## src/hw/rtl/box_iou_accuracy_counter_defines.svh

```systemverilog
// ----------------------------------------------------------------------------
// Assertion macros for the box IoU accuracy counter
// Implication checks clocked on clk and disabled during rst.
// ----------------------------------------------------------------------------
`ifndef BOX_IOU_ACCURACY_COUNTER_DEFINES_SVH
`define BOX_IOU_ACCURACY_COUNTER_DEFINES_SVH

// Same-cycle implication.
`define BIAC_ASSERT_IMP(lbl, ante, cons, msg) \
  lbl: assert property (@(posedge clk) disable iff (rst) (ante) |-> (cons)) \
    else $error(msg);

// Next-cycle implication.
`define BIAC_ASSERT_NXT(lbl, ante, cons, msg) \
  lbl: assert property (@(posedge clk) disable iff (rst) (ante) |=> (cons)) \
    else $error(msg);

`endif

```

## src/hw/rtl/biac_pkg.sv

```systemverilog
// ----------------------------------------------------------------------------
// biac_pkg
// Shared types and constants of the box IoU accuracy counter.
// ----------------------------------------------------------------------------
package biac_pkg;

  localparam int CB          = 16;             // coordinate width
  localparam int IN_FIELDS   = 8;
  localparam int IN_BITS     = ((IN_FIELDS * CB + 7) / 8) * 8;
  localparam int PCT_BITS    = 7;
  localparam int CNT_BITS    = 32;
  localparam int OUT_BITS    = ((PCT_BITS + 1 + 2 * CNT_BITS + 7) / 8) * 8;
  localparam int AREA_BITS   = 2 * CB;
  localparam int UNI_BITS    = AREA_BITS + 1;
  localparam int REM_BITS    = UNI_BITS + PCT_BITS - 1;
  localparam int DIV_STEPS   = PCT_BITS;
  localparam int STEP_BITS   = $clog2(DIV_STEPS);
  localparam int PCT_SCALE   = 100;
  localparam int THR_RESET   = 50;

  typedef logic signed [CB-1:0] coord_t;
  typedef logic [CB-1:0]        span_t;
  typedef logic [AREA_BITS-1:0] area_t;

  typedef enum logic [2:0] {
    ST_IDLE,
    ST_MUL_I,
    ST_MUL_A,
    ST_MUL_B,
    ST_PREP,
    ST_DIV,
    ST_FINISH
  } state_t;

  typedef enum logic [1:0] {
    MUL_INTER,
    MUL_AREA_A,
    MUL_AREA_B
  } mul_sel_t;

  typedef struct packed {
    logic     capture;
    logic     mul_en;
    mul_sel_t mul_sel;
    logic     prep;
    logic     div_step;
    logic     finish;
  } cmd_t;

  typedef struct packed {
    logic compute;
    logic last;
    logic div_last;
    logic out_busy;
  } stat_t;

endpackage

```

## src/hw/rtl/biac_ctrl.sv

```systemverilog
// ----------------------------------------------------------------------------
// biac_ctrl
// Sequencer: capture, three multiplies, union prep, restoring divide, finish.
// ----------------------------------------------------------------------------
module biac_ctrl (
  input  logic            clk,
  input  logic            rst,
  input  logic            in_valid,
  output logic            in_ready,
  input  biac_pkg::stat_t stat,
  output biac_pkg::cmd_t  cmd
);

  biac_pkg::state_t state, state_next;

  always_ff @(posedge clk) begin
    if (rst) begin
      state <= biac_pkg::ST_IDLE;
    end else begin
      state <= state_next;
    end
  end

  always_comb begin
    state_next = state;
    case (state)
      biac_pkg::ST_IDLE: begin
        if (in_valid) state_next = biac_pkg::ST_MUL_I;
      end
      biac_pkg::ST_MUL_I: begin
        state_next = stat.compute ? biac_pkg::ST_MUL_A : biac_pkg::ST_FINISH;
      end
      biac_pkg::ST_MUL_A: state_next = biac_pkg::ST_MUL_B;
      biac_pkg::ST_MUL_B: state_next = biac_pkg::ST_PREP;
      biac_pkg::ST_PREP:  state_next = biac_pkg::ST_DIV;
      biac_pkg::ST_DIV: begin
        if (stat.div_last) state_next = biac_pkg::ST_FINISH;
      end
      biac_pkg::ST_FINISH: begin
        if (!(stat.last && stat.out_busy)) state_next = biac_pkg::ST_IDLE;
      end
      default: state_next = biac_pkg::ST_IDLE;
    endcase
  end

  always_comb begin
    in_ready     = 1'b0;
    cmd          = '0;
    cmd.mul_sel  = biac_pkg::MUL_INTER;
    case (state)
      biac_pkg::ST_IDLE: begin
        in_ready    = 1'b1;
        cmd.capture = in_valid;
      end
      biac_pkg::ST_MUL_I: begin
        cmd.mul_en  = stat.compute;
        cmd.mul_sel = biac_pkg::MUL_INTER;
      end
      biac_pkg::ST_MUL_A: begin
        cmd.mul_en  = 1'b1;
        cmd.mul_sel = biac_pkg::MUL_AREA_A;
      end
      biac_pkg::ST_MUL_B: begin
        cmd.mul_en  = 1'b1;
        cmd.mul_sel = biac_pkg::MUL_AREA_B;
      end
      biac_pkg::ST_PREP:   cmd.prep     = 1'b1;
      biac_pkg::ST_DIV:    cmd.div_step = 1'b1;
      biac_pkg::ST_FINISH: cmd.finish   = !(stat.last && stat.out_busy);
      default: cmd = '0;
    endcase
  end

endmodule

```

## src/hw/rtl/biac_datapath.sv

```systemverilog
// ----------------------------------------------------------------------------
// biac_datapath
// Box geometry, shared multiplier, restoring divider, counters, output beat.
// ----------------------------------------------------------------------------
module biac_datapath (
  input  logic                          clk,
  input  logic                          rst,
  input  logic                          cfg_valid,
  input  logic [biac_pkg::PCT_BITS-1:0] cfg_data,
  input  logic [biac_pkg::IN_BITS-1:0]  in_data,
  input  logic                          in_last,
  input  biac_pkg::cmd_t                cmd,
  output biac_pkg::stat_t               stat,
  output logic                          out_valid,
  input  logic                          out_ready,
  output logic [biac_pkg::OUT_BITS-1:0] out_data
);

  localparam int CB = biac_pkg::CB;
  localparam int PB = biac_pkg::PCT_BITS;
  localparam int NB = biac_pkg::CNT_BITS;
  localparam int RB = biac_pkg::REM_BITS;

  // input slices
  biac_pkg::coord_t lab_l, lab_t, lab_r, lab_b, cnd_l, cnd_t, cnd_r, cnd_b;
  biac_pkg::coord_t il, it, ir, ib;
  logic             overlap;

  assign lab_l = in_data[0*CB +: CB];
  assign lab_t = in_data[1*CB +: CB];
  assign lab_r = in_data[2*CB +: CB];
  assign lab_b = in_data[3*CB +: CB];
  assign cnd_l = in_data[4*CB +: CB];
  assign cnd_t = in_data[5*CB +: CB];
  assign cnd_r = in_data[6*CB +: CB];
  assign cnd_b = in_data[7*CB +: CB];

  assign il = (lab_l > cnd_l) ? lab_l : cnd_l;
  assign it = (lab_t > cnd_t) ? lab_t : cnd_t;
  assign ir = (lab_r < cnd_r) ? lab_r : cnd_r;
  assign ib = (lab_b < cnd_b) ? lab_b : cnd_b;
  assign overlap = (il < ir) && (it < ib);

  // spans are positive whenever the boxes overlap, so CB bits hold them
  biac_pkg::span_t iw, ih, aw, ah, bw, bh;
  logic            compute, last;
  logic            list_ended;

  biac_pkg::area_t inter, area_a, area_b;
  biac_pkg::span_t op_x, op_y;
  biac_pkg::area_t product;

  logic [biac_pkg::UNI_BITS-1:0]  uni;
  logic [RB-1:0]                  scaled;
  logic [RB-1:0]                  rem, dvs;
  logic [PB-1:0]                  quo, quo_fin;
  logic [biac_pkg::STEP_BITS-1:0] step;
  logic                           ge;

  logic [PB-1:0] running_best;
  logic [PB-1:0] threshold;
  logic [NB-1:0] hit_count, image_count, hit_count_next, image_count_next;
  logic          hit;

  always_ff @(posedge clk) begin
    if (cmd.capture) begin
      iw <= biac_pkg::span_t'(ir - il);
      ih <= biac_pkg::span_t'(ib - it);
      aw <= biac_pkg::span_t'(lab_r - lab_l);
      ah <= biac_pkg::span_t'(lab_b - lab_t);
      bw <= biac_pkg::span_t'(cnd_r - cnd_l);
      bh <= biac_pkg::span_t'(cnd_b - cnd_t);
    end
  end

  // shared multiplier
  always_comb begin
    case (cmd.mul_sel)
      biac_pkg::MUL_INTER: begin
        op_x = iw;
        op_y = ih;
      end
      biac_pkg::MUL_AREA_A: begin
        op_x = aw;
        op_y = ah;
      end
      biac_pkg::MUL_AREA_B: begin
        op_x = bw;
        op_y = bh;
      end
      default: begin
        op_x = iw;
        op_y = ih;
      end
    endcase
  end

  assign product = biac_pkg::area_t'(op_x) * biac_pkg::area_t'(op_y);

  always_ff @(posedge clk) begin
    if (cmd.mul_en) begin
      case (cmd.mul_sel)
        biac_pkg::MUL_INTER:  inter  <= product;
        biac_pkg::MUL_AREA_A: area_a <= product;
        biac_pkg::MUL_AREA_B: area_b <= product;
        default:              inter  <= product;
      endcase
    end
  end

  assign uni    = biac_pkg::UNI_BITS'(area_a) + biac_pkg::UNI_BITS'(area_b)
                - biac_pkg::UNI_BITS'(inter);
  assign scaled = RB'(inter) * RB'(biac_pkg::PCT_SCALE);

  // restoring divide, quotient bit from the top down
  assign ge      = rem >= dvs;
  assign quo_fin = {quo[PB-2:0], ge};

  always_ff @(posedge clk) begin
    if (cmd.prep) begin
      rem  <= scaled;
      dvs  <= {uni, {(PB-1){1'b0}}};
      quo  <= '0;
      step <= '0;
    end else if (cmd.div_step) begin
      if (ge) rem <= rem - dvs;
      dvs  <= dvs >> 1;
      quo  <= quo_fin;
      step <= step + 1'b1;
    end
  end

  assign hit              = running_best >= threshold;
  assign hit_count_next   = (hit && (hit_count != '1)) ? hit_count + 1'b1 : hit_count;
  assign image_count_next = (image_count != '1) ? image_count + 1'b1 : image_count;

  always_ff @(posedge clk) begin
    if (rst) begin
      threshold    <= PB'(biac_pkg::THR_RESET);
      running_best <= '0;
      list_ended   <= 1'b0;
      hit_count    <= '0;
      image_count  <= '0;
      compute      <= 1'b0;
      last         <= 1'b0;
      out_valid    <= 1'b0;
    end else begin
      if (cfg_valid) threshold <= cfg_data;
      if (out_ready) out_valid <= 1'b0;
      if (cmd.capture) begin
        compute <= !list_ended && (cnd_l != '0) && overlap;
        last    <= in_last;
        if (!list_ended && (cnd_l == '0)) list_ended <= 1'b1;
      end
      if (cmd.div_step && stat.div_last && (quo_fin > running_best)) begin
        running_best <= quo_fin;
      end
      if (cmd.finish && last) begin
        hit_count    <= hit_count_next;
        image_count  <= image_count_next;
        running_best <= '0;
        list_ended   <= 1'b0;
        out_valid    <= 1'b1;
      end
    end
  end

  always_ff @(posedge clk) begin
    if (cmd.finish && last) begin
      out_data <= biac_pkg::OUT_BITS'({image_count_next, hit_count_next, hit, running_best});
    end
  end

  assign stat.compute  = compute;
  assign stat.last     = last;
  assign stat.div_last = cmd.div_step &&
                         (step == biac_pkg::STEP_BITS'(biac_pkg::DIV_STEPS - 1));
  assign stat.out_busy = out_valid && !out_ready;

endmodule

```

## src/hw/rtl/box_iou_accuracy_counter.sv

```systemverilog
// Sequence for an overlapping candidate, from the input beat to the result:
// capture, three shared-multiplier passes, union prep, seven restoring-divide
// steps, finish; when no IoU is needed, capture, the intersection state, finish.
// One candidate at a time: a new one is taken only back in idle after finish;
// a last candidate also holds in finish while the previous result waits.
// Reset (rst, synchronous): threshold back to 50, counters cleared, no result.
// ----------------------------------------------------------------------------
// box_iou_accuracy_counter
// Tracks best percent IoU per image and keeps saturating hit/image counts.
// ----------------------------------------------------------------------------
`include "box_iou_accuracy_counter_defines.svh"

module box_iou_accuracy_counter (
  input  logic                          clk,
  input  logic                          rst,
  // threshold register write channel
  input  logic                          cfg_valid,
  output logic                          cfg_ready,
  input  logic [biac_pkg::PCT_BITS-1:0] cfg_data,
  // candidate beats
  input  logic                          s_axis_tvalid,
  output logic                          s_axis_tready,
  // tdata, lowest first: label_left, label_top, label_right, label_bottom,
  // cand_left, cand_top, cand_right, cand_bottom
  input  logic [biac_pkg::IN_BITS-1:0]  s_axis_tdata,
  input  logic                          s_axis_tlast,   // last_candidate
  // result beats
  output logic                          m_axis_tvalid,
  input  logic                          m_axis_tready,
  // tdata, lowest first: best_iou[6:0], hit, hits_so_far[31:0],
  // images_so_far[31:0]
  output logic [biac_pkg::OUT_BITS-1:0] m_axis_tdata
);

  biac_pkg::cmd_t  cmd;
  biac_pkg::stat_t stat;

  // Configuration is to be written only while idle; the block itself does not enforce this, so take it on every beat.
  assign cfg_ready = 1'b1;

  // Controller: one candidate in flight, sequenced step by step.
  biac_ctrl u_ctrl (
    .clk      (clk),
    .rst      (rst),
    .in_valid (s_axis_tvalid),
    .in_ready (s_axis_tready),
    .stat     (stat),
    .cmd      (cmd)
  );

  // Datapath: geometry, areas, divide, counters and the output register that
  // decouples a waiting result from the next candidate.
  biac_datapath u_dp (
    .clk       (clk),
    .rst       (rst),
    .cfg_valid (cfg_valid && cfg_ready),
    .cfg_data  (cfg_data),
    .in_data   (s_axis_tdata),
    .in_last   (s_axis_tlast),
    .cmd       (cmd),
    .stat      (stat),
    .out_valid (m_axis_tvalid),
    .out_ready (m_axis_tready),
    .out_data  (m_axis_tdata)
  );

  // One candidate at a time: ready drops after each accepted beat.
  `BIAC_ASSERT_NXT(a_one_in_flight, s_axis_tvalid && s_axis_tready, !s_axis_tready, "second beat taken mid-sequence")

  // Finishing the last candidate must present a result.
  `BIAC_ASSERT_NXT(a_emit, cmd.finish && stat.last, m_axis_tvalid, "result not presented")

  // Percent IoU never exceeds 100.
  `BIAC_ASSERT_IMP(a_pct_range, m_axis_tvalid, m_axis_tdata[6:0] <= 7'd100, "best_iou above 100")

  // Hits can never outnumber images judged.
  `BIAC_ASSERT_IMP(a_hits_le_images, m_axis_tvalid, m_axis_tdata[39:8] <= m_axis_tdata[71:40], "hit count above image count")

endmodule
```

## config.mk

```make
export PLATFORM = sky130hd
export DESIGN_NAME = box_iou_accuracy_counter
export DESIGN_NICKNAME = d
export VERILOG_FILES = /design/src/hw/rtl/biac_pkg.sv /design/src/hw/rtl/biac_ctrl.sv /design/src/hw/rtl/biac_datapath.sv /design/src/hw/rtl/box_iou_accuracy_counter.sv
export VERILOG_INCLUDE_DIRS = /design/src /design/src/hw/rtl
export SDC_FILE = /design/constraint.sdc
export NUM_CORES = 2
export LEC_CHECK = 0
export BUFFER_PORTS_ARGS = -buffer_cell sky130_fd_sc_hd__buf_2
export CORE_MARGIN = 2
export CORE_UTILIZATION = 46
export CTS_CLUSTER_DIAMETER = 50
export CTS_CLUSTER_SIZE = 10
export DETAILED_ROUTE_END_ITERATION = 8
export PLACE_DENSITY = 0.7
export SLEW_MARGIN = 5
export SYNTH_ARGS = -nofsm -noshare
export SYNTH_HDL_FRONTEND = slang
export SYNTH_SLANG_ARGS = --single-unit
```

## constraint.sdc

```tcl
create_clock -name clk -period 10.16 [get_ports clk]
set_input_delay 1.016 -clock clk [delete_from_list [all_inputs] [get_ports clk]]
set_output_delay 1.016 -clock clk [all_outputs]
set_load 0.01 [all_outputs]
```

==> impl_metrics.yaml <==
place:
  port_buffers: 214
  dp_hpwl_mm: 79.1
  gp_congestion: 0.933
  pre_cts_ws_ps: 1850
critical_path:
  worst-path-max-fanout: 20
  end_kind: "flip-flop"
  r2r_start: "u_ctrl.state[1]"
  worst_ep_arrival_time_ps: 8720
  required_ps: 10590
  rrSetupSlack_ps: 1860
  r2r_cells: 26
  path_class: "reg -> reg"
  rr_endpoint: "u_dp.area_b[30]"
  cp-start-kind: "flip-flop"
cts:
  root_buffer: "clkbuf_16"
  cts_inserted_buffers: 55
  cts_resized: 0
  cts_buffer_depth: 3
  clk_pin_slew_ps: 50
  htree_num_levels: 2
  clock_latency_ps: 610
  cts_setup_buffers: 0
  cts-hold-fix-buffers: 0
  cts.sinks: 436
  cts_tree: "yes"
final_layout:
  fin_nets: 5432
  area_growth_pct: 9.90
  drive_gt1_share_pct: 8.62
  postLayoutCoreUtil_pct: 51.1
  fillers: 8106
  ff_latch_area_um2: 12100
  multi_input_area_um2: 25200
global_routing:
  grt_max_degree: 86
  antenna_found_initial: 2
  grt.total_usage_pct: 21.7
  overflow: 0
  grt_pass1_wl_mm: 159
  grt_pass1_vias: 30900
worst_hold_path:
  holdCritStartpoint: "u_dp.quo[5]"
  hold_end: "u_dp.quo[5]"
  min_path_type: "reg -> reg"
  min_path_cells: 2
synth:
  synth_edf_count: 334
  synth_top_flop_cell: "edfxtp_1"
  yosysWarnings: 0
  synth_common_cells: "inv_1 (727), ha_1 (453), nand2_1 (370)"
  synth_area_leaders: "edfxtp_1 (25%), ha_1 (14%), fa_1 (13%)"
  netlist-cell-type-count: 82
  syn-instance-count: 4390
  synthDominantCellAreaShare_pct: 24.8
  syn_area_per_cell_um2: 9.22
  syn_area_um2: 40500
  synth_nets: 5244
  yosysMostFrequentCell: "inv_1"
  synth_area_leader_cell: "edfxtp_1"
  synth_seq_cells: 436
  seq_area_frac_synth_pct: 29.8
  synthArstFlopShare_pct: 0
timing:
  hold_viol: 0
  setup_viol: 0
  max_freq_ghz: 0.121
  max_slew_margin_pct: 30.5
  final.setup.tns_ps: 0
  slew_violations: 0
  hold_ws_ps: 461
  fin_crit_ps: 8300
  tightest_slew_ps: 1040
  fin_crit_sh_pct: 81.7
  fin_worst_skew_ps: 33.1
  rsz0062_at_grt: "false"
  finalWorstSetupSlack_ps: 1860
floorplanning:
  row_count: 108
  initial_core_util_pct: 46.5
  coreArea_um2: 87000
  dieHeight_um: 301
  ioPinCount: 216
  dieArea_um2: 90400
  fp.dieW_um: 301
route:
  drt_iter0_drc: 1781
  wirelength_mm: 98.5
  first_pass_iters: 5
  drc: 0
  vias: 30900
  viasPerCell: 5.35
  ant_nets: 0
  wl_per_cell_um: 17.1
job:
  drv_cap: 0
status:
  status: "complete, no violations"
[worst max-delay path, stage by stage (launching register included)]
cell and delay, ps:
dfxtp_1 500, nand3b_1 240, inv_1 140, ha_1 710, buf_4 270, a22oi_1 80
o21ai_1 810, nand2_1 160, fa_1 520, fa_1 470, fa_1 460, fa_1 490
inv_1 50, fa_1 520, inv_1 50, fa_1 470, inv_1 40, ha_1 360
inv_1 90, nor2_1 110, nor2_1 70, a31oi_1 390, o22ai_1 170, a21oi_1 300
a221oi_1 140, o21ai_0 230, xor2_1 250
[worst max path at each step]
| stage | startpoint | endpoint | slack, ps | cells after the start |
|---|---|---|---|---|
| floorplan | u_ctrl.state[0] | u_dp.area_a[29] | 2680 | 27 |
| global placement | u_ctrl.state[1] | u_dp.area_a[29] | 2030 | 25 |
| detailed placement | u_ctrl.state[1] | u_dp.inter[25] | 1850 | 21 |
| CTS | u_ctrl.state[1] | u_dp.inter[25] | 1800 | 21 |
| global route | u_ctrl.state[1] | u_dp.area_b[28] | 1380 | 27 |
| finish | u_ctrl.state[1] | u_dp.area_b[30] | 1860 | 26 |
[cells by family (layout without fill, tap and decap cells)]
family,Yosys count,count (layout),synth area share [%]
AOI/OAI and AO/OA,852,852,13.5
xor gates and xnor gates,265,265,5.73
adders and majority gates,713,713,26.8
buffers and inverters,848,1077,8.01
DFF,436,436,29.8
muxes,98,98,2.55
other,1,2,0.00926
and+or+nand+nor,1177,1177,13.5
[routing by layer]
metal | track usage [%] | vias to the layer above | wire (µm)
li1 | - | 15400 | -
met3 | 2.40 | 149 | 4290
met4 | 6.37 | 0 | 2810
met2 | 35.8 | 728 | 45200
met1 | 30.2 | 14600 | 46200
met5 | 0 | - | 0
[through the flow]
stage | instance area (µm²) | cells
after global routing | 44500 | 5774
after global placement | 42800 | 5676
final | 44500 | 5775
after CTS | 44500 | 5774
after detailed placement | 42800 | 5676
after floorplan | 40500 | 4390
[registers in the layout, indices dropped and copies added, names as in the netlist, 3 cells and up]
name	flops
u_dp.out_data	72
u_dp.dvs	39
u_dp.rem	39
u_dp.area_a	32
u_dp.area_b	32
u_dp.hit_count	32
u_dp.image_count	32
u_dp.inter	32
u_dp.ah	16
u_dp.aw	16
u_dp.bh	16
u_dp.bw	16
u_dp.ih	16
u_dp.iw	16
u_dp.running_best	7
u_dp.threshold	7
u_dp.quo	6
u_ctrl.state	3
u_dp.step	3
[placed cells by master, fill, tap and decap left out, types with 19 or more instances in the layout]
cell type	n
a211oi_1	37
a21boi_0	26
a21o_1	97
a21oi_1	215
a22oi_1	33
and2_1	20
and3_1	33
buf_2	214
buf_4	36
clkbuf_1	25
clkbuf_16	56
dfxtp_1	101
edfxtp_1	334
fa_1	260
ha_1	452
inv_1	726
mux2_2	42
mux2i_1	56
nand2_1	370
nand2b_1	25
nand3_1	93
nand4_1	63
nor2_1	345
nor2b_1	49
nor3_1	65
nor4_1	27
o21a_1	54
o21ai_0	161
o21bai_1	36
o22ai_1	45
o31ai_1	19
or3_1	35
xnor2_1	148
xor2_1	117
[final cells by class]
cell class                 count  share of cell area (%)
sequential                   436                    27.1
timing repair buffer         250                    3.01
inverter                     729                    6.15
antenna                        1                 0.00562
clock buffer                  85                    3.48
multi-input combinational   3106                    56.7
tap                         1155                    3.25
clock inverter                13                   0.318
Power is not shown: default switching activity piles up to over one toggle a cycle in this logic, so the estimate is an artifact.
